===== src/hw/rtl/mfd_pkg.sv =====
// Shared types, constants and helper functions of the modulated feedback delay.
`default_nettype none
package mfd_pkg;

   localparam int SAMPLE_W  = 24;
   localparam int SET_W     = 16;
   localparam int FILT_W    = 40;
   localparam int PHASE_W   = 32;
   localparam int CH_W      = 1;
   localparam int CHANNELS  = 1 << CH_W;
   localparam int DLY_AW    = 17;
   localparam int DELAY_DEPTH = 1 << DLY_AW;
   localparam int RAM_AW    = DLY_AW + CH_W;
   localparam int RAM_DEPTH = 1 << RAM_AW;
   localparam int SINE_AW   = 10;
   localparam int SAMPLE_RATE = 48000;

   localparam int MUL_A_W = 44;
   localparam int MUL_B_W = 26;
   localparam int MUL_P_W = MUL_A_W + MUL_B_W;

   // base delay in Q16 samples = BASE_OFS + BASE_GAIN * time_setting
   localparam longint BASE_OFS  = longint'(SAMPLE_RATE) * 6553600 / 1000;
   localparam longint BASE_GAIN = longint'(SAMPLE_RATE) * 1400 / 1000;
   localparam longint PHASE_STEP =
      (64'd17179869184 + 5 * longint'(SAMPLE_RATE) / 2) / (5 * longint'(SAMPLE_RATE));
   localparam longint MAX_DLY   = longint'(DELAY_DEPTH - 1) * 65536;
   localparam int     SWING_DIV = 125;
   // Q31 reciprocal, kept below 2^25 so it stays positive on the signed multiplier
   localparam longint RECIP_DIV = 64'd2147483648 / SWING_DIV;

   localparam int SINE_C1  = 51472;
   localparam int SINE_C2  = 21167;
   localparam int SINE_C3  = 2463;
   localparam int HP_COEF  = 131;
   localparam int LP_COEF  = 26214;
   localparam int FB_SCALE = 57672;

   localparam logic [1:0] CSR_TIME     = 2'd0;
   localparam logic [1:0] CSR_FEEDBACK = 2'd1;
   localparam logic [1:0] CSR_DEPTH    = 2'd2;
   localparam logic [1:0] CSR_MIX      = 2'd3;

   typedef enum logic [4:0] {
      ST_CLEAR, ST_IDLE, ST_BASE, ST_SINX, ST_T1, ST_T2, ST_T3, ST_MAG,
      ST_SW1, ST_SW2, ST_SW3, ST_DLY, ST_POS, ST_RDA, ST_RDB, ST_INT,
      ST_TAP, ST_HP, ST_HPU, ST_LP, ST_LPU, ST_FBG, ST_WRF, ST_WRT,
      ST_MX1, ST_MX2
   } state_type;

   typedef struct packed {
      state_type         step;
      logic              load;
      logic              fire;
      logic [RAM_AW-1:0] clr_addr;
   } cmd_type;

   function automatic logic signed [FILT_W-1:0] sat_filt(input logic signed [FILT_W+1:0] v);
      logic signed [FILT_W+1:0] hi;
      logic signed [FILT_W+1:0] lo;
      hi = (FILT_W+2)'({1'b0, {(FILT_W-1){1'b1}}});
      lo = -hi - 1;
      if (v > hi) return hi[FILT_W-1:0];
      else if (v < lo) return lo[FILT_W-1:0];
      else return v[FILT_W-1:0];
   endfunction

   function automatic logic signed [SAMPLE_W-1:0] sat_smp(input logic signed [63:0] v);
      logic signed [63:0] hi;
      logic signed [63:0] lo;
      hi = 64'((longint'(1) << (SAMPLE_W - 1)) - 1);
      lo = -hi - 1;
      if (v > hi) return hi[SAMPLE_W-1:0];
      else if (v < lo) return lo[SAMPLE_W-1:0];
      else return v[SAMPLE_W-1:0];
   endfunction

endpackage
`default_nettype wire


===== src/hw/rtl/mfd_ctrl.sv =====
// Step sequencer: clearing pass, per-sample schedule and result handshake.
`default_nettype none
module mfd_ctrl (
   input  wire logic     clock,
   input  wire logic     reset,
   input  wire logic     req_valid,
   output logic          req_ready,
   output logic          rsp_valid,
   input  wire logic     rsp_ready,
   output mfd_pkg::cmd_type cmd
);
   mfd_pkg::state_type state_ff, state_in;
   logic [mfd_pkg::RAM_AW-1:0] clr_ff, clr_in;
   logic rsp_valid_ff, rsp_valid_in;
   logic fire;

   assign fire = (state_ff == mfd_pkg::ST_MX2) && (!rsp_valid_ff || rsp_ready);

   always_comb begin
      state_in = state_ff;
      case (state_ff)
         mfd_pkg::ST_CLEAR: if (&clr_ff) state_in = mfd_pkg::ST_IDLE;
         mfd_pkg::ST_IDLE:  if (req_valid) state_in = mfd_pkg::ST_BASE;
         mfd_pkg::ST_BASE:  state_in = mfd_pkg::ST_SINX;
         mfd_pkg::ST_SINX:  state_in = mfd_pkg::ST_T1;
         mfd_pkg::ST_T1:    state_in = mfd_pkg::ST_T2;
         mfd_pkg::ST_T2:    state_in = mfd_pkg::ST_T3;
         mfd_pkg::ST_T3:    state_in = mfd_pkg::ST_MAG;
         mfd_pkg::ST_MAG:   state_in = mfd_pkg::ST_SW1;
         mfd_pkg::ST_SW1:   state_in = mfd_pkg::ST_SW2;
         mfd_pkg::ST_SW2:   state_in = mfd_pkg::ST_SW3;
         mfd_pkg::ST_SW3:   state_in = mfd_pkg::ST_DLY;
         mfd_pkg::ST_DLY:   state_in = mfd_pkg::ST_POS;
         mfd_pkg::ST_POS:   state_in = mfd_pkg::ST_RDA;
         mfd_pkg::ST_RDA:   state_in = mfd_pkg::ST_RDB;
         mfd_pkg::ST_RDB:   state_in = mfd_pkg::ST_INT;
         mfd_pkg::ST_INT:   state_in = mfd_pkg::ST_TAP;
         mfd_pkg::ST_TAP:   state_in = mfd_pkg::ST_HP;
         mfd_pkg::ST_HP:    state_in = mfd_pkg::ST_HPU;
         mfd_pkg::ST_HPU:   state_in = mfd_pkg::ST_LP;
         mfd_pkg::ST_LP:    state_in = mfd_pkg::ST_LPU;
         mfd_pkg::ST_LPU:   state_in = mfd_pkg::ST_FBG;
         mfd_pkg::ST_FBG:   state_in = mfd_pkg::ST_WRF;
         mfd_pkg::ST_WRF:   state_in = mfd_pkg::ST_WRT;
         mfd_pkg::ST_WRT:   state_in = mfd_pkg::ST_MX1;
         mfd_pkg::ST_MX1:   state_in = mfd_pkg::ST_MX2;
         mfd_pkg::ST_MX2:   if (fire) state_in = mfd_pkg::ST_IDLE;
         default:           state_in = mfd_pkg::ST_IDLE;
      endcase
   end

   always_comb begin
      req_ready    = (state_ff == mfd_pkg::ST_IDLE);
      rsp_valid    = rsp_valid_ff;
      clr_in       = (state_ff == mfd_pkg::ST_CLEAR) ? clr_ff + 1'b1 : clr_ff;
      rsp_valid_in = fire || (rsp_valid_ff && !rsp_ready);
      cmd.step     = state_ff;
      cmd.load     = (state_ff == mfd_pkg::ST_IDLE) && req_valid;
      cmd.fire     = fire;
      cmd.clr_addr = clr_ff;
   end

   always_ff @(posedge clock) begin
      if (reset) begin
         state_ff     <= mfd_pkg::ST_CLEAR;
         clr_ff       <= '0;
         rsp_valid_ff <= 1'b0;
      end else begin
         state_ff     <= state_in;
         clr_ff       <= clr_in;
         rsp_valid_ff <= rsp_valid_in;
      end
   end
endmodule
`default_nettype wire


===== config.mk =====
export PLATFORM = sky130hd
export DESIGN_NAME = mfd_ctrl
export DESIGN_NICKNAME = d
export VERILOG_FILES = /design/src/hw/rtl/mfd_pkg.sv /design/src/hw/rtl/mfd_ctrl.sv
export SDC_FILE = /design/constraint.sdc
export NUM_CORES = 1
export LEC_CHECK = 0
export ABC_AREA = 1
export BUFFER_PORTS_ARGS = -buffer_cell sky130_fd_sc_hd__buf_2
export CAP_MARGIN = 20
export CORE_ASPECT_RATIO = 0.8
export CORE_MARGIN = 2
export CORE_UTILIZATION = 30
export CTS_CLUSTER_DIAMETER = 120
export DETAILED_ROUTE_END_ITERATION = 10
export SLEW_MARGIN = 40
export SYNTH_ARGS = -nofsm -noshare
export SYNTH_HDL_FRONTEND = slang
export SYNTH_SLANG_ARGS = --single-unit

===== constraint.sdc =====
create_clock -name clock -period 2.31 [get_ports clock]
set_input_delay 0.1155 -clock clock [delete_from_list [all_inputs] [get_ports clock]]
set_output_delay 0.1155 -clock clock [all_outputs]
set_load 0.02 [all_outputs]

==> results summary, run 1 <==
The run finished with clean final reports. In this run, post-CTS repair resized a total of 0 instances. The clock network burns 44.5% of the power.

The wire length per cell came out at 10.9 µm. Entering global routing, the biggest net connects 15 pins. The critical path data arrival time is 2000 ps. dfxtp_1 takes more of the synthesized area than any other cell. The total internal power is 660 µW.

Data on the critical path is required at its endpoint by 2530 ps. The startpoint-to-endpoint class of the critical path is reg2reg. Along the worst hold path, the cell count comes to 4. The summed negative setup slack over all endpoints came out at 0 ps. The yosys synthesis warning count came out at 0.

The number of hold violations in the final report was 0. When the netlist entered floorplanning its net count stood at 244. The width of the chip came out at 82.6 µm.

The fraction of layout instances using a drive strength above 1 is 17.2%. The boundary pin count came out at 31. The nature of the critical path endpoint is a register. Walking the worst path, the cells encountered are inv_1 -> nand3_2 -> nor2_4 -> nand2_2 -> inv_2 -> nand3_2 -> nand2_1 -> nand2_1 -> nor2_1. The core area is 4680 µm². TritonCTS built the clock tree. The number of port buffers came out at 30. The cell row count came out at 22. The tightest min-delay check is of the in2reg type.

The H-tree depth reported by CTS came out at 1. Max-cap violations in this run came to 0. The number of buffers and inverters on the critical path is 2. Between clock sinks in the finished design, the worst skew comes to 10.6 ps. Timing would allow up to 0.561 GHz. The first-pass iteration count of the detailed router came out at 4.

Counting flops and latches in the post-synthesis netlist gives 24. Dividing total power by cell area gives a power density of 473 nW/µm². The routed layout has 1,498 vias.

The maximum single-stage delay on the critical path is 420 ps. By area the synthesized netlist is led by dfxtp_1 (32%), nand2_1 (16%), nor2_1 (8.6%). The mapped netlist covers 1480 µm².

For this run, the total global-route usage over all layers was measured as 13.6%. The detailed router's first-iteration violation count came out at 123. The count of fill cells added during filler insertion came out at 529. Setup repair after global routing left no endpoint under its margin. The family with the most delay on the worst path is simple AND/OR/NAND/NOR gates.

From synthesis to final layout, the design area changed by 17.5%. The shortest clock period the worst path allows after layout is 1780 ps. Each instance of the synthesized netlist takes up on average 6.20 µm². The count of nets after finishing is 273. The sequential-to-total area share from yosys stat is 32.4%. In the routed layout, each cell is associated on average with a via count of 4.58. The number of slew-limit violations in the final report came to 0.

The instance count of the mapped netlist is 239. The finished cells cover 1740 µm². After detailed routing, the number of remaining DRC violations is 0. The transition time at the pin with the least slew margin is 363 ps. The TritonCTS buffer count is 3.

The diode insertion count for antenna repair came out at 0. Clock-pin slew was measured on the worst setup and hold paths at 90 ps. In this run the critical register-to-register path is captured at clr_ff[14]. The worst-case vdd ir drop came out at 0.000385 V. The number of global-route vias before repair was 1,247. The worst register-to-register path has a depth of 9.

Detailed placement ended at an HPWL of 2720 µm. The post-CTS repair timing setup buffer count came out at 0. The maximum number of buffers from clock root to sink came out at 2. The number of distinct library cell variants in the gate-level netlist after synthesis came out at 26.

In this run the worst path has a maximum fanout of 12. The startpoint identified for the worst hold timing path is rsp_ready. The routability-driven placement congestion ratio came out at 0.826.

The die boundary height is 66.9 µm. The first global-routing pass estimated 5820 µm of wire. The hold path endpoint is rsp_valid. For this block, the routed nets add up to 3560 µm of wire. The clock latency on the worst-skew pair is 270 ps. In the finished design, the share of the clock period the worst path needs comes to 77.2%.

The proportion of synthesized flip-flops having asynchronous set or reset came out at 0%. The number of sinks on the clock net is 24. For this run, the leading register cell type out of synthesis is dfxtp_1. The overall overflow remaining after global route came out at 0. The count of endpoints failing setup in the final report is 0. The initial antenna violation count came out at 0. The placement-stage cell area came out at 1670 µm². The relative contribution of sequential cells to total power is 51.4%. Clock tree synthesis selected as its root buffer the cell clkbuf_8. After clock tree synthesis, the flow added hold-fix buffers numbering 0. For this design the static power due to leakage is 0.802 nW.

The overall power of the completed layout is 823 µW. In this run the critical register-to-register path is launched from state_ff[4]. For this design the total switching power over the nets is 163 µW. The worst-path cell with the longest stage delay is dfxtp_1. The number of antenna-violating nets in the routed design came out at 0.

The switching share of total power came out at 19.8%. The synthesized design devotes to its leading area cell type 32.4% of total area. The initial standard-cell utilization of the core is 31.7%. The register-to-register setup slack is 530 ps. The headroom to the max-slew limit came out at 75.8%.

The type of element launching the critical path is a register. Combinational logic burns 4.0% of the power. The count of flip-flops with a built-in enable after synthesis is 0. The area of the die is 5520 µm².
==> worst min-delay path: stages <==
cell     delay, ps
buf_2           70
nor2_1          60
inv_1           60
a21oi_1         50
==> synthesized netlist by cell type, types with 3 or more instances <==
library cell and instances:
dfxtp_1 24, nand2_1 64, nor3_1 7, nand2_2 3
inv_1 29, a21oi_1 21, nor2_1 34, buf_2 3
nand4_1 6, nand3_1 20, o21ai_0 7, nor2_4 5
==> power by group through the flow <==
stage | sequential, mW | combinational, mW | clock, mW
4_1_cts | 0.423 | 0.0334 | 0.379
2_1_floorplan | 0.437 | 0.0163 | 0
3_3_place_gp | 0.433 | 0.0329 | 0
3_5_place_dp | 0.433 | 0.0331 | 0
5_1_grt | 0.424 | 0.0376 | 0.397
6_report | 0.424 | 0.0333 | 0.367
==> worst max-delay path by stage <==
stage / depth (start not counted) / startpoint / endpoint / slack (ps)
CTS: 9 / state_ff[4] / clr_ff[14] / 540
detailed placement: 8 / state_ff[4] / clr_ff[14] / 570
finish: 9 / state_ff[4] / clr_ff[14] / 530
global route: 9 / state_ff[4] / clr_ff[14] / 270
floorplan: 2 / state_ff[0] / cmd[19] / 850
global placement: 8 / state_ff[4] / clr_ff[14] / 600
==> state kept, by name (all words and copies together), names as in the netlist <==
signal,cells
state_ff,5
clr_ff,18
rsp_valid,1
==> logic make-up (layout without fill, tap and decap cells) <==
family | Yosys count | count (layout) | synth area share, %
compound gates | 30 | 30 | 10.2
xor+xnor | 3 | 3 | 1.77
fa+ha+maj | 1 | 1 | 0.844
buf+inv | 37 | 65 | 10.5
flops | 24 | 24 | 32.4
simple gates | 144 | 144 | 44.2
==> per-layer routing <==
layer,track usage [%],routed length [µm]
met1,20.8,1980
met2,19.3,1440
met3,2.85,118
met4,2.46,25
met5,0,0
==> metrics by stage <==
| step | util (%) | setup slack (ps) | std cells | hold WS, ps |
|---|---|---|---|---|
| after global routing | 37.2 | 267 | 327 | 179 |
| after CTS | 37.2 | 539 | 327 | 138 |
| after floorplan | - | 845 | 239 | 192 |
| after global placement | 35.7 | 600 | 323 | 408 |
| after detailed placement | 35.7 | 565 | 323 | 420 |
| final | 37.2 | 526 | 327 | 145 |
==> cell usage in the layout (no fill, tap or decap), types with 5 or more instances in the layout <==
master	n
nor3_1	7
nand3_1	20
dfxtp_1	24
nor2_1	34
nor2_4	5
nand2_1	64
inv_1	29
buf_2	30
a21oi_1	21
nand4_1	6
o21ai_0	7
==> area by class of cell <==
cell class	count	area, µm²	area share, %
flip-flops and latches	24	480	27.6
repair buffers	30	150	8.62
well taps	60	75.1	4.31
clock inverters	1	30.0	1.72
clock buffers	3	41.3	2.37
multi-input cells	178	846	48.6
inverters	31	119	6.82
Note: power is estimated with default switching activity, not from simulation.
==> run 2, diff against run 1 <==
clock period = 1.7 ns   (was 2.31 ns; I/O delays follow)
==> run 2 against run 1 <==
Effect of this change: first-iteration DRC count grew 3.3%; via count grew 4.1%; clock skew shrank 5.5 ps; die area is the same; hold slack lost 54 ps; sequential cell count is the same; clock-buffer cell count grew 1; register-to-register slack lost 310 ps; routed wire length grew 2.6%; final cell count grew 1.2%; critical path depth shrank 4; largest power group unchanged; highest routed layer unchanged.
==> results summary, run 2 (synthesis gave the netlist of run 1 again) <==
The library cell used most frequently in the layout, excluding fill and tap cells, is nand2_1. The routability-driven placement congestion ratio is 0.897. The register-to-register setup slack came out at 220 ps. The least setup slack across all paths after layout is 170 ps. The transition time at the pin with the least slew margin came out at 377 ps. The startpoint-to-endpoint class of the critical path is reg2out. The endpoint of the lowest-slack register-to-register path is clr_ff[14]. The repair_antennas step left the layout with diodes totalling 0. The clock transition time at the flip-flop clock pins of the worst setup and hold paths came out at 80 ps. At the later pin of the worst-skew pair, clock insertion delay measures 260 ps.

The count of fill cells added during filler insertion is 531. The region available for standard cell placement spans 4680 µm². CTS built an H-tree with a depth of 1. The width of the chip is 82.6 µm. The total power divided by cell area is 571 nW/µm². After detailed routing, the number of vias per cell comes to 4.71.

The number of hold violations in the final report was 0. The growth of design area from synthesis to finish came out at 18.6%. On the final layout, the worst hold slack is 91.2 ps. The portion of the clock cycle consumed by the worst path in the final layout is 90.0%. In this run the worst setup path begins at state_ff[3]. The flow ran to the end, and the final reports show no timing, DRC or antenna violations. The critical path data arrival time is 1450 ps. clr_ff holds more flip-flops than any other register.

The path class of the tightest hold or removal check is in2reg. The largest driver fanout on the critical path is 7. The number of max-cap violations came out at 0. The number of vias in the routed layout is 1,559. The post-route DRC violation count came out at 0. The boundary pin count is 31. The detailed router's first-iteration violation count is 127. The post-cts hold buffer count is 0. The worst-case vdd ir drop came out at 0.000316 V. The tree is rooted in a clkbuf_8. The final layout contains routed wiring with a total length of 3650 µm. Once the floorplan was initialized, standard cells occupied 31.7% of the core. The tree built by TritonCTS fans out to 24 sinks.

Setup repair after global routing left no endpoint under its margin. The total track usage is 14.4%. The first-pass iteration count of the detailed router came out at 4.

The fraction of layout instances using a drive strength above 1 is 18.8%. The number of global-route vias before repair came out at 1,323. The die is 66.9 µm tall. The summed negative setup slack over all endpoints is 0 ps.

The worst hold path was traced through 4 stages. The number of flip-flops under the largest register name is 18. The count of nets after finishing is 277. The headroom to the max-slew limit came out at 74.8%.

The clock skew came out at 5.06 ps. The maximum frequency from static timing analysis is 0.653 GHz. The wire length per cell came out at 11.0 µm. The overall power of the completed layout came out at 1.00 mW. The overall overflow remaining after global route is 0. The worst register-to-register path has a depth of 9. Once detail routing completed, the nets flagged for antenna violations numbered 0. The number of port buffers came out at 30.

Setup violations remaining at the end of the flow were counted as 0. The nature of the critical path endpoint is an output pin. The critical path required time came out at 1620 ps. The critical path capture point is cmd[18]. The library cells used most frequently in the layout, excluding fill and tap cells, are nand2_1 (64), nor2_1 (33), buf_2 (30), inv_1 (29), dfxtp_1 (24).

The leakage power of the design is 0.817 nW. In this run the core area contains 22 standard-cell rows. The initial antenna violation count is 0. The first global-routing pass estimated 6190 µm of wire. The TritonCTS buffer count is 3. TritonCTS built the clock tree. The worst setup path is launched from a register. The pre-CTS setup slack came out at 214 ps. The HPWL after detailed placement is 2860 µm.

Subtracting the final worst setup slack from the clock period gives 1530 ps. Entering global routing, the biggest net connects 14 pins. The number of slew-limit violations in the final report came to 0. The area of the die is 5520 µm². The post-route core utilization came out at 37.6%. The maximum number of buffers from clock root to sink is 2. The worst register-to-register path begins at clr_ff[0].
[run 2: cell count changes in the layout (fill, tap and decap cells not counted)]
cell,delta
nor2_1,-1
nor2_2,+1
clkbuf_8,+1
bufinv_16,-1
buf_4,+4
[run 2: timing repair]
action,in CTS,in global routing
buffers inserted,0,0
gates resized for setup,0,1
endpoints found under the hold margin,0,0
endpoints found under the setup margin,0,1
[run 2: how the worst min path moves through the flow]
stage                   start         to  slack (ps)
detailed placement  rsp_ready  rsp_valid         380
global route        rsp_ready  rsp_valid          90
global placement    rsp_ready  rsp_valid         370
CTS                 rsp_ready  rsp_valid          90
floorplan               reset  clr_ff[4]         160
finish              rsp_ready  rsp_valid          90
[run 2: metal layers]
| layer | part of all wire, % | up-vias | routed length, µm | global-route usage [%] |
|---|---|---|---|---|
| met3 | 3.7 | 2 | 135 | 3.25 |
| met4 | 0.58 | 0 | 21 | 2.46 |
| met2 | 40 | 28 | 1440 | 19.7 |
| met5 | 0 | - | 0 | 0 |
| met1 | 56 | 697 | 2050 | 22.6 |
| li1 | - | 832 | - | - |
[run 2: cell type report]
type | instances | area [µm²] | share of cell area (%)
Sequential cell | 24 | 480 | 27.3
Timing Repair Buffer | 34 | 180 | 10.2
Clock buffer | 4 | 55.1 | 3.13
Multi-Input combinational cell | 178 | 848 | 48.3
Tap cell | 60 | 75.1 | 4.27
Inverter | 31 | 119 | 6.76
[run 2: per-stage QoR]
| stage | instance area [µm²] | std cells |
|---|---|---|
| 2_1_floorplan | 1480 | 239 |
| 3_3_place_gp | 1700 | 327 |
| 3_5_place_dp | 1700 | 327 |
| 4_1_cts | 1760 | 331 |
| 5_1_grt | 1760 | 331 |
| 6_report | 1760 | 331 |
[run 2: power by group]
group / internal (mW) / switching, mW
logic: 0.0146 / 0.0301
registers: 0.568 / 0.00732
clock network: 0.207 / 0.178
total: 0.789 / 0.216
[run 2: critical path, cell delays in order, from the launching register on]
cell	delay, ps
dfxtp_1	490
inv_1	150
nor2_4	160
nand3_1	120
nor2_1	100
buf_2	160
==> run 3, diff against run 2 <==
CORE_UTILIZATION = 35   (was 30)
REMOVE_ABC_BUFFERS = 1   (was unset)
==> run 3 against run 2 <==
Effect of this change: maximum frequency decreased by 1.8%; first-iteration DRC count is 37% lower; combinational power up 1%; routed wire length is 1.5% lower; critical path type unchanged; largest cell class unchanged; highest routed layer unchanged.
==> results summary, run 3 (synthesis gave the netlist of run 1 again) <==
The run finished with clean final reports. The library cells used most frequently in the layout, excluding fill and tap cells, are nand2_1 (64), nor2_1 (34), buf_2 (30), inv_1 (29), dfxtp_1 (24). The tool flagged a number of max-cap violations equal to 0. The number of hold buffers added after CTS was 0. Counting along the longest clock path gives a buffer depth of 2.

The HPWL after detailed placement came out at 2760 µm. The worst hold path startpoint is rsp_ready. The fraction of layout instances using a drive strength above 1 came out at 18.8%. The die covers 4780 µm². In the routed design, unresolved DRC markers number 0. The number of cells on the worst reg-to-reg path is 6.

The sum of buffers and inverters on the critical path came out at 2. The number of stages on the worst hold path is 4. For hold timing, the worst endpoint is rsp_valid. The clock tree from TritonCTS is done. The boundary pin count came out at 31.

The final layout contains routed wiring with a total length of 3600 µm. The maximum frequency from static timing analysis came out at 0.642 GHz. For the worst setup path, the data arrival time is 1470 ps. Dividing the final minimum period by the clock period gives 91.7%. The number of global-route vias before repair came to 1,343. The pin count of the biggest net entering global routing came out at 14. The area of all placed cells without fillers is 1760 µm². The initial standard-cell utilization of the core is 35.9%. The endpoint identified for the worst register-to-register timing path is clr_ff[16]. The die boundary height is 62.2 µm. The register-to-register setup slack came out at 190 ps. The number of antenna-violating nets in the routed design came out at 0. The cell row count came out at 21. Global routing consumed, over all layers together, 16.1% of the routing resources.

In this run, post-CTS repair resized a total of 0 instances. In this run the static leakage power is 0.821 nW. The first-pass iteration count of the detailed router came out at 4. The detailed router finished its first iteration with 80 violations. For the finished layout, the period the worst path requires is 1560 ps.

The detailed router used layers up to and including met4. The critical path goes through inv_1 -> nor2_4 -> nand3_1 -> nor2_1 -> buf_2. STA classifies the critical path startpoint as a register. In the detailed route, the total length drawn on met2 is 1470 µm.

The commonest non-fill, non-tap cell in the layout is nand2_1. In this run the horizontal extent of the chip is 76.8 µm. The number of port buffers is 30. The number of sinks on the clock net came out at 24.

The TritonCTS buffer count is 3. The post-route core utilization is 42.6%. The global-route wire length before repair came out at 6330 µm.

The overall overflow remaining after global route came out at 0. Setup repair after global routing left no endpoint under its margin. Compared with the post-synthesis result, the final layout area differs by 18.6%.

Between clock sinks in the finished design, the worst skew comes to 8.72 ps. Fill cells in the final layout number 452. The number of flip-flops under the largest register name is 18.

The count of nets after finishing is 278. The maximum single-stage delay on the critical path is 490 ps. The total power divided by cell area came out at 577 nW/µm². The number of hold violations in the final report came to 0.

After clock tree synthesis, the clock-pin slew on the worst setup and hold paths is 90 ps. The number of slew-limit violations in the final report came to 0. The summed negative setup slack over all endpoints came out at 0 ps. The critical path required time came out at 1620 ps. The total area inside the core boundary comes to 4130 µm². The overall power of the completed layout came out at 1.01 mW. The count of endpoints failing setup in the final report came out at 0. The startpoint-to-endpoint class of the critical path is reg2out.

The worst-case vdd ir drop is 0.000294 V. In the detailed route, the total length drawn on met3 is 245 µm. Using the TritonRoute via totals, the vias-per-cell ratio works out to 4.60. The cell family contributing the most delay on the critical path is flip-flops. The clock latency on the worst-skew pair is 270 ps. The detailed router placed 1,514 vias in this run. STA classifies the critical path endpoint as an output pin.

In the final routed layout, each cell accounts on average for 10.9 µm. The path category of the worst min-delay check is in2reg. The register with the most flip-flops is clr_ff.

The placement-stage cell area is 1700 µm². The post-CTS repair timing setup buffer count is 0. The routability-driven placement congestion ratio is 0.997.

The transition time at the pin with the least slew margin is 374 ps. The initial antenna violation count came to 0. In this run the critical register-to-register path is launched from state_ff[2]. The largest driver fanout on the critical path is 7.

In the final routing, the length of wire on met1 measures 1870 µm. 0 antenna diodes ended up in the layout. The H-tree depth reported by CTS came out at 1. The headroom to the max-slew limit is 75.0%. The largest individual stage delay along the critical path comes from the cell dfxtp_1. The root buffer selected by CTS is clkbuf_8.
[run 3: cell types whose count changed in the layout (fill, tap and decap cells not counted), sizes merged]
| cell | before | now |
|---|---|---|
| buf | 34 | 35 |
[run 3: report_power, final]
group	internal (mW)	switching [mW]	leakage, nW
logic	0.0145	0.0308	0.598
registers	0.568	0.00675	0.194
clock network	0.207	0.188	0.0288
[run 3: worst max-delay path by stage]
| stage | from | end | slack [ps] | cells past startpoint |
|---|---|---|---|---|
| detailed placement | state_ff[2] | clr_ff[16] | 220 | 6 |
| CTS | state_ff[3] | cmd[18] | 130 | 5 |
| finish | state_ff[3] | cmd[18] | 140 | 5 |
| global route | state_ff[3] | cmd[18] | 9 | 5 |
| floorplan | state_ff[4] | clr_ff[14] | 90 | 8 |
| global placement | state_ff[2] | clr_ff[16] | 220 | 6 |
[run 3: tightest hold or removal path: cells and delay by family]
family,cells,cell delay (ps)
buffers and inverters,2,120
and+or+nand+nor,1,50
AOI/OAI and AO/OA,1,50
[run 3: per-layer routing]
| layer | up-vias | GRT usage, % |
|---|---|---|
| li1 | 832 | - |
| met1 | 634 | 24.3 |
| met2 | 46 | 23.2 |
| met3 | 2 | 3.49 |
| met4 | 0 | 3.41 |
| met5 | - | 0 |
[run 3: cell type report]
| cell class | count | area [µm²] | area share, % |
|---|---|---|---|
| clock buffer | 4 | 55.1 | 3.13 |
| inverter | 31 | 119 | 6.76 |
| multi-input combinational | 178 | 846 | 48.1 |
| sequential | 24 | 480 | 27.3 |
| tap | 57 | 71.3 | 4.05 |
| timing repair buffer | 35 | 188 | 10.7 |
[run 3: per-stage QoR]
step / instances / setup WS [ps] / hold slack, ps
finish: 329 / 142 / 79.4
global route: 329 / 9.18 / 101
CTS: 329 / 134 / 78.2
detailed placement: 325 / 217 / 373
global placement: 325 / 217 / 372
floorplan: 233 / 87.9 / 154
